### config.mk
export PLATFORM = sky130hd
export DESIGN_NAME = sync_frame_command_parser
export DESIGN_NICKNAME = d
export VERILOG_FILES = /design/src/sfcp_pkg.sv /design/src/sfcp_csr.sv /design/src/sfcp_parse.sv /design/src/sfcp_outq.sv /design/src/sync_frame_command_parser.sv
export SDC_FILE = /design/constraint.sdc
export NUM_CORES = 1
export LEC_CHECK = 0
export BUFFER_PORTS_ARGS = -buffer_cell sky130_fd_sc_hd__buf_2
export CAP_MARGIN = 20
export CORE_MARGIN = 2
export CORE_UTILIZATION = 41
export DETAILED_ROUTE_END_ITERATION = 10
export GPL_TIMING_DRIVEN = 0
export PLACE_DENSITY_LB_ADDON = 0.25
export SLEW_MARGIN = 25
export SYNTH_ARGS = -nofsm -noshare
export SYNTH_HDL_FRONTEND = slang
export SYNTH_SLANG_ARGS = --single-unit
### constraint.sdc
create_clock -name clock -period 6.4 [get_ports clock]
set_input_delay 0.64 -clock clock [delete_from_list [all_inputs] [get_ports clock]]
set_output_delay 0.64 -clock clock [all_outputs]
set_load 0.02 [all_outputs]
### src/sfcp_pkg.sv
package sfcp_pkg;

   localparam int ByteWidth  = 8;
   localparam int CsrIdxWidth = 3;

   typedef logic [ByteWidth-1:0]   byte_type;
   typedef logic [CsrIdxWidth-1:0] csr_idx_type;
   typedef logic [1:0]             status_type;

   // register indexes on the configuration port
   localparam csr_idx_type CSR_SYNC_FIRST   = 3'd0;
   localparam csr_idx_type CSR_SYNC_SECOND  = 3'd1;
   localparam csr_idx_type CSR_SENDER_CODE  = 3'd2;
   localparam csr_idx_type CSR_PAYLOAD_KIND = 3'd3;
   localparam csr_idx_type CSR_TAIL_CODE    = 3'd4;

   localparam byte_type RST_SYNC_FIRST   = 8'hAA;
   localparam byte_type RST_SYNC_SECOND  = 8'h55;
   localparam byte_type RST_SENDER_CODE  = 8'h01;
   localparam byte_type RST_PAYLOAD_KIND = 8'h10;
   localparam byte_type RST_TAIL_CODE    = 8'hFF;

   // frame status codes
   localparam status_type STATUS_OK       = 2'd0;
   localparam status_type STATUS_BAD_ID   = 2'd1;
   localparam status_type STATUS_BAD_TAIL = 2'd2;
   localparam status_type STATUS_BAD_SUM  = 2'd3;

   typedef struct packed {
      byte_type sync_first;
      byte_type sync_second;
      byte_type sender_code;
      byte_type payload_kind;
      byte_type tail_code;
   } cfg_type;

   typedef struct packed {
      logic       valid;
      status_type status;
      byte_type   command;
   } result_type;

endpackage

### src/sfcp_csr.sv
module sfcp_csr
   import sfcp_pkg::*;
(
   input  logic        clock,
   input  logic        reset,
   input  logic        csr_valid,
   output logic        csr_ready,
   input  csr_idx_type csr_index,
   input  byte_type    csr_wdata,
   output cfg_type     cfg
);

   cfg_type cfg_ff;
   cfg_type cfg_in;

   assign csr_ready = 1'b1;
   assign cfg       = cfg_ff;

   // unknown indexes fall through and leave every register alone
   always_comb begin
      cfg_in = cfg_ff;
      if (csr_valid) begin
         case (csr_index)
            CSR_SYNC_FIRST:   cfg_in.sync_first   = csr_wdata;
            CSR_SYNC_SECOND:  cfg_in.sync_second  = csr_wdata;
            CSR_SENDER_CODE:  cfg_in.sender_code  = csr_wdata;
            CSR_PAYLOAD_KIND: cfg_in.payload_kind = csr_wdata;
            CSR_TAIL_CODE:    cfg_in.tail_code    = csr_wdata;
            default:          cfg_in = cfg_ff;
         endcase
      end
   end

   always_ff @(posedge clock) begin
      if (reset) begin
         cfg_ff.sync_first   <= RST_SYNC_FIRST;
         cfg_ff.sync_second  <= RST_SYNC_SECOND;
         cfg_ff.sender_code  <= RST_SENDER_CODE;
         cfg_ff.payload_kind <= RST_PAYLOAD_KIND;
         cfg_ff.tail_code    <= RST_TAIL_CODE;
      end else begin
         cfg_ff <= cfg_in;
      end
   end

endmodule

### src/sfcp_parse.sv
module sfcp_parse
   import sfcp_pkg::*;
(
   input  logic       clock,
   input  logic       reset,
   input  logic       take,
   input  byte_type   rx_byte,
   input  cfg_type    cfg,
   output result_type rslt
);

   typedef enum logic [2:0] {
      ST_HUNT_FIRST  = 3'b001,
      ST_HUNT_SECOND = 3'b010,
      ST_COLLECT     = 3'b100
   } state_type;

   typedef logic [2:0] pos_type;

   localparam pos_type POS_SENDER = 3'd2;
   localparam pos_type POS_KIND   = 3'd3;
   localparam pos_type POS_CMD    = 3'd4;
   localparam pos_type POS_CHECK  = 3'd5;
   localparam pos_type POS_TAIL   = 3'd6;

   state_type state_ff, state_in;
   pos_type   pos_ff, pos_in;
   byte_type  sum_ff, sum_in;
   byte_type  sender_ff, sender_in;
   byte_type  kind_ff, kind_in;
   byte_type  cmd_ff, cmd_in;
   byte_type  chk_ff, chk_in;
   status_type status;

   // judge a complete frame; the current byte is the tail
   always_comb begin
      if (sender_ff != cfg.sender_code || kind_ff != cfg.payload_kind) begin
         status = STATUS_BAD_ID;
      end else if (rx_byte != cfg.tail_code) begin
         status = STATUS_BAD_TAIL;
      end else if (sum_ff != chk_ff) begin
         status = STATUS_BAD_SUM;
      end else begin
         status = STATUS_OK;
      end
   end

   always_comb begin
      state_in     = state_ff;
      pos_in       = pos_ff;
      sum_in       = sum_ff;
      sender_in    = sender_ff;
      kind_in      = kind_ff;
      cmd_in       = cmd_ff;
      chk_in       = chk_ff;
      rslt.valid   = 1'b0;
      rslt.status  = status;
      rslt.command = (status == STATUS_OK) ? cmd_ff : '0;
      if (take) begin
         case (state_ff)
            ST_HUNT_FIRST: begin
               if (rx_byte == cfg.sync_first) begin
                  sum_in   = rx_byte;
                  state_in = ST_HUNT_SECOND;
               end
            end
            ST_HUNT_SECOND: begin
               // a mismatch restarts the hunt without rechecking this byte
               if (rx_byte == cfg.sync_second) begin
                  sum_in   = sum_ff + rx_byte;
                  pos_in   = POS_SENDER;
                  state_in = ST_COLLECT;
               end else begin
                  state_in = ST_HUNT_FIRST;
               end
            end
            ST_COLLECT: begin
               pos_in = pos_ff + 3'd1;
               case (pos_ff)
                  POS_SENDER: begin
                     sender_in = rx_byte;
                     sum_in    = sum_ff + rx_byte;
                  end
                  POS_KIND: begin
                     kind_in = rx_byte;
                     sum_in  = sum_ff + rx_byte;
                  end
                  POS_CMD: begin
                     cmd_in = rx_byte;
                     sum_in = sum_ff + rx_byte;
                  end
                  POS_CHECK: chk_in = rx_byte;
                  POS_TAIL: begin
                     rslt.valid = 1'b1;
                     state_in   = ST_HUNT_FIRST;
                  end
                  default: state_in = ST_HUNT_FIRST;
               endcase
            end
            default: state_in = ST_HUNT_FIRST;
         endcase
      end
   end

   always_ff @(posedge clock) begin
      if (reset) begin
         state_ff <= ST_HUNT_FIRST;
         pos_ff   <= POS_SENDER;
      end else begin
         state_ff <= state_in;
         pos_ff   <= pos_in;
      end
   end

   always_ff @(posedge clock) begin
      sum_ff    <= sum_in;
      sender_ff <= sender_in;
      kind_ff   <= kind_in;
      cmd_ff    <= cmd_in;
      chk_ff    <= chk_in;
   end

endmodule

### src/sfcp_outq.sv
module sfcp_outq
   import sfcp_pkg::*;
(
   input  logic       clock,
   input  logic       reset,
   input  result_type push,
   output logic       full,
   output logic       rsp_valid,
   input  logic       rsp_stall,
   output status_type rsp_frame_status,
   output byte_type   rsp_command_code
);

   logic       main_valid_ff, main_valid_in;
   status_type main_status_ff, main_status_in;
   byte_type   main_cmd_ff, main_cmd_in;
   logic       skid_valid_ff, skid_valid_in;
   status_type skid_status_ff, skid_status_in;
   byte_type   skid_cmd_ff, skid_cmd_in;
   logic       main_free;

   assign main_free        = !main_valid_ff || !rsp_stall;
   assign full             = skid_valid_ff;
   assign rsp_valid        = main_valid_ff;
   assign rsp_frame_status = main_status_ff;
   assign rsp_command_code = main_cmd_ff;

   // no push arrives while the skid entry is occupied
   always_comb begin
      main_valid_in  = main_valid_ff;
      main_status_in = main_status_ff;
      main_cmd_in    = main_cmd_ff;
      skid_valid_in  = skid_valid_ff;
      skid_status_in = skid_status_ff;
      skid_cmd_in    = skid_cmd_ff;
      if (main_free) begin
         if (skid_valid_ff) begin
            main_valid_in  = 1'b1;
            main_status_in = skid_status_ff;
            main_cmd_in    = skid_cmd_ff;
            skid_valid_in  = 1'b0;
         end else begin
            main_valid_in  = push.valid;
            main_status_in = push.status;
            main_cmd_in    = push.command;
         end
      end else if (push.valid) begin
         skid_valid_in  = 1'b1;
         skid_status_in = push.status;
         skid_cmd_in    = push.command;
      end
   end

   always_ff @(posedge clock) begin
      if (reset) begin
         main_valid_ff <= 1'b0;
         skid_valid_ff <= 1'b0;
      end else begin
         main_valid_ff <= main_valid_in;
         skid_valid_ff <= skid_valid_in;
      end
   end

   always_ff @(posedge clock) begin
      main_status_ff <= main_status_in;
      main_cmd_ff    <= main_cmd_in;
      skid_status_ff <= skid_status_in;
      skid_cmd_ff    <= skid_cmd_in;
   end

endmodule

### src/sync_frame_command_parser.sv
// Sync frame command parser. Received bytes arrive on the req_ channel, one
// byte per transaction, and the block takes one byte every clock cycle
// while req_stall is low. It hunts for the sync pair (sync_first, then
// sync_second), collects five more bytes into a seven-byte frame, and on
// the seventh byte issues one rsp_ transaction: frame_status (0 ok, 1 bad
// sender or payload kind, 2 bad tail, 3 bad checksum, first failing check
// wins) and command_code (frame byte four when the status is ok, zero
// otherwise). The checksum is the 8-bit sum of frame bytes zero to four
// compared against byte five. A wrong second sync byte restarts the hunt,
// and that byte is not taken as a new first sync byte. The result lands in
// the output register on the clock edge that accepts the seventh byte and
// is offered on rsp_ from the next cycle. A second result may wait in a
// skid entry; req_stall goes high only while that skid entry is occupied,
// so with rsp_stall low the block never stalls its input. The checks use
// the csr_ register values current when the seventh byte is accepted;
// writes to unknown indexes are ignored and csr_ready is always high.
module sync_frame_command_parser
   import sfcp_pkg::*;
(
   input  logic        clock,
   input  logic        reset,
   input  logic        req_valid,
   output logic        req_stall,
   input  byte_type    req_rx_byte,
   output logic        rsp_valid,
   input  logic        rsp_stall,
   output status_type  rsp_frame_status,
   output byte_type    rsp_command_code,
   input  logic        csr_valid,
   output logic        csr_ready,
   input  csr_idx_type csr_index,
   input  byte_type    csr_wdata
);

   cfg_type    cfg;
   result_type rslt;
   logic       take;
   logic       full;

   // a valid byte is taken whenever the output skid entry is free
   assign req_stall = full;
   assign take      = req_valid && !full;

   sfcp_csr u_csr (
      .clock     (clock),
      .reset     (reset),
      .csr_valid (csr_valid),
      .csr_ready (csr_ready),
      .csr_index (csr_index),
      .csr_wdata (csr_wdata),
      .cfg       (cfg)
   );

   // framing state, running checksum and the judge of a complete frame
   sfcp_parse u_parse (
      .clock   (clock),
      .reset   (reset),
      .take    (take),
      .rx_byte (req_rx_byte),
      .cfg     (cfg),
      .rslt    (rslt)
   );

   // output register plus one skid entry
   sfcp_outq u_outq (
      .clock            (clock),
      .reset            (reset),
      .push             (rslt),
      .full             (full),
      .rsp_valid        (rsp_valid),
      .rsp_stall        (rsp_stall),
      .rsp_frame_status (rsp_frame_status),
      .rsp_command_code (rsp_command_code)
   );

endmodule

==> run summary, run 1 <==
outcome = completed
# fillers = 1142
Distinct cells, synth = 51
clk sinks = 108
clock buffer depth = 2
worst-skew pair later-pin latency = 0.34 ns
Initial Utilization = 41.66%
asr flop ratio synth = 0%
min-delay src = u_csr.cfg[32]$_SDFFE_PP0P_
post-synthesis sequential area ratio = 55.67%
# hold bufs at CTS = 0
drt initial violations = 245
Post-Syn Area = 4962 sq um
Layout Utilization = 47.39%
Die Span Y = 114.0 um
Max-Slew Margin vs Limit = 43.17%
Seq cells post-synth = 108
total track usage = 17.31%
hpwl dp = 7580 um
post-DR vias/cell = 5.294
critical path class = input pin to register
Setup Viol. Count Final = 0
Die ar. = 13000 sq um
critical path fanouts, max = 8
Final nets = 538
startpoint types = input pin
R2R setup slack = 4.09 ns
Setup TNS = 0 ns
Peak Freq = 401.0 MHz
first-pass GRT wire length = 17100 um
GPL Wtd Cong = 0.8309
post-CTS resize count = 0
most frequent cells in the layout = 92 x nand2_1, 60 x edfxtp_1, 48 x xnor2_1, 48 x dfxtp_1, 35 x buf_2
predominant post-synthesis flop cell = edfxtp_1
Worst-path clk slew = 0.07 ns
CTS H-tree lvls = 3
DRT Pass-1 Iters = 4
post-route clock period utilization = 38.96%
FF-to-FF Start = u_parse.state_ff[2]$_SDFFE_PP0P_
Max Cap Viol = 0
Final min period = 2.494 ns
CP Capture Type = register
io pins = 37
cell depth of the worst hold path = 2
maximum VDD drop = 0.1240 mV
RSZ-0062 raised after global routing = false
number of global-route vias before repair = 3361
CP arrival = 2.47 ns
# DRC = 0
syn_nets = 492
slew at the pin closest to its max-slew limit = 0.8493 ns
P_leak = 2.138 nW
worst min-delay path endpoint = u_csr.cfg[32]$_SDFFE_PP0P_
RR Endpoint = u_outq.skid_status_ff[1]$_DFFE_PP_
number of synthesized flops with an enable pin = 60
Die X = 114.0 um
most common cell after layout, fill and taps aside = nand2_1
PwrDens = 251.8 nW/um^2
DRT Wirelength = 10510 um
initial antenna violation count = 0
post-route ant nets = 0
drt wl/cell = 16.13 um
mean post-synth cell area = 10.93 sq um
max-slew violations = 0
Post-CTS Setup Bufs = 0
share of layout cells above drive strength 1 = 14.85%
Hold Crit Class = register to register
antenna diode count = 0
core box area = 11910 sq um
Final Hold Viols = 0
TritonCTS clock tree = done
CTS Buf Count = 9
root buffer cell = clkbuf_16
CP Data Required Time = 6.38 ns
PortBufs = 35
largest net degree at the start of global routing = 19
Fin Clk Skew = 0.005866 ns
area grow syn2layout = 13.77%
r2r worst-path depth = 4
Syn Inst Count = 454
# rows = 40
yosys warns = 0
Overflow after GRT = 0
Vias = 3452
==> power by group <==
group          switching (W)   total, W  internal [W]
combinational      0.0000551  0.0000909     0.0000358
clock               0.000244   0.000588      0.000344
sequential        0.00000596   0.000743      0.000737
total               0.000305    0.00142       0.00112
==> logic make-up after synthesis <==
kind of cell,after synthesis,synth area share [%]
and+or+nand+nor,189,19.77
other,1,0.07557
adders and majority gates,14,3.681
xor gates and xnor gates,52,9.481
muxes,11,2.496
AOI/OAI and AO/OA,54,6.631
DFF,108,55.67
buffers and inverters,25,2.194
==> synth_stat cells, drive strengths merged, types with 4 or more instances <==
master / count / area [sq um]
a21oi: 30 / 150.1
xnor2: 50 / 452.9
nor2: 15 / 58.81
dfxtp: 48 / 960.9
nor4: 4 / 55.05
o21ai: 7 / 35.03
nand2: 92 / 345.3
and3: 14 / 87.58
nand4: 11 / 75.07
inv: 9 / 33.78
nand3: 7 / 35.03
nor3: 6 / 35.03
mux2: 11 / 123.9
nand2b: 5 / 31.28
edfxtp: 60 / 1802
clkbuf: 13 / 48.80
nand3b: 20 / 150.1
ha: 13 / 162.7
==> worst max path at each step <==
stage,start,endpoint,slack (ns),depth (start not counted)
after floorplan,req_rx_byte[1],u_parse.sum_ff[0]$_DFFE_PP_,3.84,6
after global placement,req_rx_byte[1],u_parse.sum_ff[3]$_DFFE_PP_,3.08,7
after detailed placement,req_rx_byte[1],u_parse.sum_ff[3]$_DFFE_PP_,3.48,7
after CTS,req_rx_byte[1],u_parse.sum_ff[3]$_DFFE_PP_,3.86,7
after global routing,req_rx_byte[1],u_parse.sum_ff[7]$_DFFE_PP_,3.73,7
final,req_rx_byte[1],u_parse.sum_ff[6]$_DFFE_PP_,3.91,7
==> worst max-delay path: stages <==
cell,delay [ns]
buf_2,0.16
buf_4,0.19
xnor2_1,0.12
nand4_1,0.20
o41ai_1,0.38
a21oi_1,0.13
nor3b_2,0.65
==> final cells by class <==
class | instances | area, sq um | share of cell area [%]
plain buffers | 16 | 75.07 | 1.330
clock buffers | 10 | 229.0 | 4.056
clock inverters | 6 | 90.09 | 1.596
inverters | 9 | 33.78 | 0.5984
multi-input cells | 321 | 2096 | 37.12
flip-flops and latches | 108 | 2763 | 48.94
well taps | 147 | 183.9 | 3.258
repair buffers | 35 | 175.2 | 3.103
==> per-layer routing <==
metal  GRT usage, %  wire, um
met5              0         0
met4          8.537       301
met1          22.23      4739
met3          2.285       485
met2          28.85      4986
==> metrics by stage <==
stage                     total power (W)  hold WS [ns]  std cells  instance area (sq um)  worst slack (ns)
after floorplan                 0.0008125        0.4488        454                   4962             3.844
after global placement          0.0008468        0.4556        636                   5321             3.080
after detailed placement        0.0008492        0.4613        636                   5326             3.484
after CTS                        0.001434        0.4707        652                   5645             3.858
after global routing             0.001470        0.4853        652                   5645             3.728
final                            0.001421        0.4681        652                   5645             3.906
==> flip-flops by register name (all words and copies together), names as in the netlist, 2 cells and up <==
signal and flops:
u_parse.cmd_ff 8, u_csr.cfg 40, u_outq.rsp_frame_status 2, u_outq.rsp_command_code 8, u_parse.sender_ff 8, u_parse.chk_ff 8
u_parse.state_ff 3, u_outq.skid_status_ff 2, u_parse.pos_ff 3, u_outq.skid_cmd_ff 8, u_parse.sum_ff 8, u_parse.kind_ff 8
(Power assumes the default switching activity.)
==> run 2, diff against run 1 <==
- ABC_AREA: default -> 1
- clock period: 6.4 -> 2.3 ns (I/O delays scaled with it)
==> run summary, run 2 <==
post-synth top area share = 35.39%
number of global-route vias before repair = 3576
Post-Synth Simple-Gate Area = 23.67%
footprint of the multi-input gates = 2053 sq um
CP Capture Type = register
Die ar. = 13330 sq um
dpl cell area = 5492 sq um
post-synthesis sequential area ratio = 54.26%
Initial Utilization = 42.21%
io pins = 37
CP Data Required Time = 2.28 ns
DRT Wirelength = 11090 um
antenna diode count = 0
Hold Crit Class = input pin to register
predominant post-synthesis flop cell = edfxtp_1
Final nets = 653
post-DR vias/cell = 4.819
Area contributors post-synth = edfxtp_1 35%, dfxtp_1 19%, nand2_1 10%
GPL Wtd Cong = 0.7898
Max-Slew Margin vs Limit = 44.97%
syn_nets = 607
post-synthesis compound-gate area fraction = 5.407%
Setup Viol. Count Final = 0
most common cell in the netlist = nand2_1
worst-skew pair later-pin latency = 0.34 ns
most area-hungry cell type in the Yosys netlist = edfxtp_1
Post-CTS Setup Bufs = 0
Peak Freq = 481.4 MHz
DRT Pass-1 Iters = 5
# rows = 40
share of layout cells above drive strength 1 = 12.58%
root buffer cell = clkbuf_16
Seq cells post-synth = 108
Distinct cells, synth = 35
maximum VDD drop = 0.4631 mV
# DRC = 0
CTS Buf Count = 9
Post-Syn Area = 5091 sq um
Max Cap Viol = 0
Overflow after GRT = 0
mean post-synth cell area = 8.948 sq um
critical path class = register to register
Layout Utilization = 47.93%
Worst-path clk slew = 0.07 ns
mux contribution to synthesized area = 0%
critical path fanouts, max = 8
P_leak = 2.559 nW
asr flop ratio synth = 0%
Critical-path top delay cell = nor3_4
CP peak stage delay = 0.49 ns
Final Instance Area = 5781 sq um
Worst Hold Slack = 0.1863 ns
CP arrival = 2.06 ns
worst path cell trace = inv_1 -> nor3_1 -> or2_1 -> buf_6 -> o21ai_0 -> nor3_4
PwrDens = 669.8 nW/um^2
clk sinks = 108
total power = 0.003872 W
Die X = 115.4 um
area grow syn2layout = 13.54%
final cell count without fillers = 788
CTS H-tree lvls = 3
max reg flops = 40
slew at the pin closest to its max-slew limit = 0.8225 ns
# fillers = 1154
largest net degree at the start of global routing = 19
Final Hold Viols = 0
most frequent cells in the layout = 140 x nand2_1, 73 x nor2_1, 61 x inv_1
PortBufs = 35
outcome = completed
core box area = 12060 sq um
startpoint types = register
Fin Clk Skew = 0.007609 ns
drt wl/cell = 14.07 um
placed insts = 772
yosys warns = 0
Synth Area in XOR/XNOR = 7.053%
post-route ant nets = 0
drt initial violations = 262
clock buffer depth = 2
largest family of logic cells by synthesized area = simple AND/OR/NAND/NOR gates
most common cell after layout, fill and taps aside = nand2_1
TritonCTS clock tree = done
Final min period = 2.077 ns
Storage cell area = 2763 sq um
hpwl dp = 7931 um
Die Span Y = 115.4 um
synth cell count leaders = 140 x nand2_1, 73 x nor2_1, 61 x inv_1, 60 x edfxtp_1, 48 x dfxtp_1
number of synthesized flops with an enable pin = 60
post-route clock period utilization = 90.32%
Syn Inst Count = 569
total track usage = 17.63%
max-slew violations = 0
first-pass GRT wire length = 17870 um
Vias = 3797
Post-Synth Adder-Cell Area = 3.588%
# hold bufs at CTS = 0
RSZ-0062 raised after global routing = false
initial antenna violation count = 0
## run 2: changes by cell type in the layout (fill, tap and decap cells not counted), moves of 20 or more
cell	before	now
nand2_1	92	140
xor2_1	2	26
inv_1	9	61
nand3_1	7	34
nor2_1	14	73
nand3b_1	20	0
xnor2_1	48	15
o21ai_0	7	29
## run 2: kinds of logic (layout without fill, tap and decap cells)
| group | count (synthesis) | after routing |
|---|---|---|
| compound gates | 51 | 51 |
| xor+xnor | 41 | 41 |
| fa+ha+maj | 14 | 14 |
| buf+inv | 74 | 125 |
| flops | 108 | 108 |
| other cells | 1 | 1 |
| simple gates | 280 | 280 |
## run 2: final cells by class
type / count / share of cell area (%)
Tap cell: 168 / 3.636
Buffer: 10 / 0.9957
Inverter: 64 / 4.242
Timing Repair Buffer: 35 / 3.030
Sequential cell: 108 / 47.79
Clock inverter: 6 / 0.8225
Clock buffer: 10 / 3.961
Multi-Input combinational cell: 387 / 35.52
## run 2: worst max-delay path, delay by kind of cell, from the launching register on
kind	cells	cell delay, ns
simple gates	3	1.01
buf+inv	2	0.19
flops	1	0.38
compound gates	1	0.13
## run 2: worst paths after layout
path                                                       start                          endpoint  slack, ns  cells past startpoint
worst min-delay path                                       reset  u_parse.state_ff[1]$_SDFFE_PP0P_       0.19                      2
worst max register to register  u_parse.state_ff[1]$_SDFFE_PP0P_       u_parse.sum_ff[4]$_DFFE_PP_       0.22                      6
worst min register to register        u_csr.cfg[38]$_SDFFE_PP0P_        u_csr.cfg[38]$_SDFFE_PP0P_       0.48                      2
worst max-delay path            u_parse.state_ff[1]$_SDFFE_PP0P_       u_parse.sum_ff[4]$_DFFE_PP_       0.22                      6
## run 2: metal layers
layer  wire length (um)  vias to the layer above  share of wire [%]  global-route usage [%]
met5                  0                        -                  0                       0
met4                134                        0                1.2                   4.819
met3                417                        9                3.8                   2.720
met2               5143                       68                 46                   28.73
met1               5390                     1797                 49                   24.60
li1                   -                     1923                  -                       -
## run 2: repair_timing
| action | CTS | global route |
|---|---|---|
| endpoints found under the hold margin | 0 | 0 |
| resized for setup | 0 | 2 |
| setup endpoints to repair | 0 | 18 |
## run 2: metrics by stage
stage	TNS, ns	setup slack (ns)
global placement	-7.214	-0.5609
finish	0	0.2227
detailed placement	-1.000	-0.1253
global route	0	0.07342
floorplan	0	0.2075
CTS	0	0.06275
## run 2: power breakdown
part / switching, W / internal (W)
Combinational: 0.000214 / 0.000109
Sequential: 0.0000260 / 0.00207
Clock: 0.000709 / 0.000745
Total: 0.000948 / 0.00292
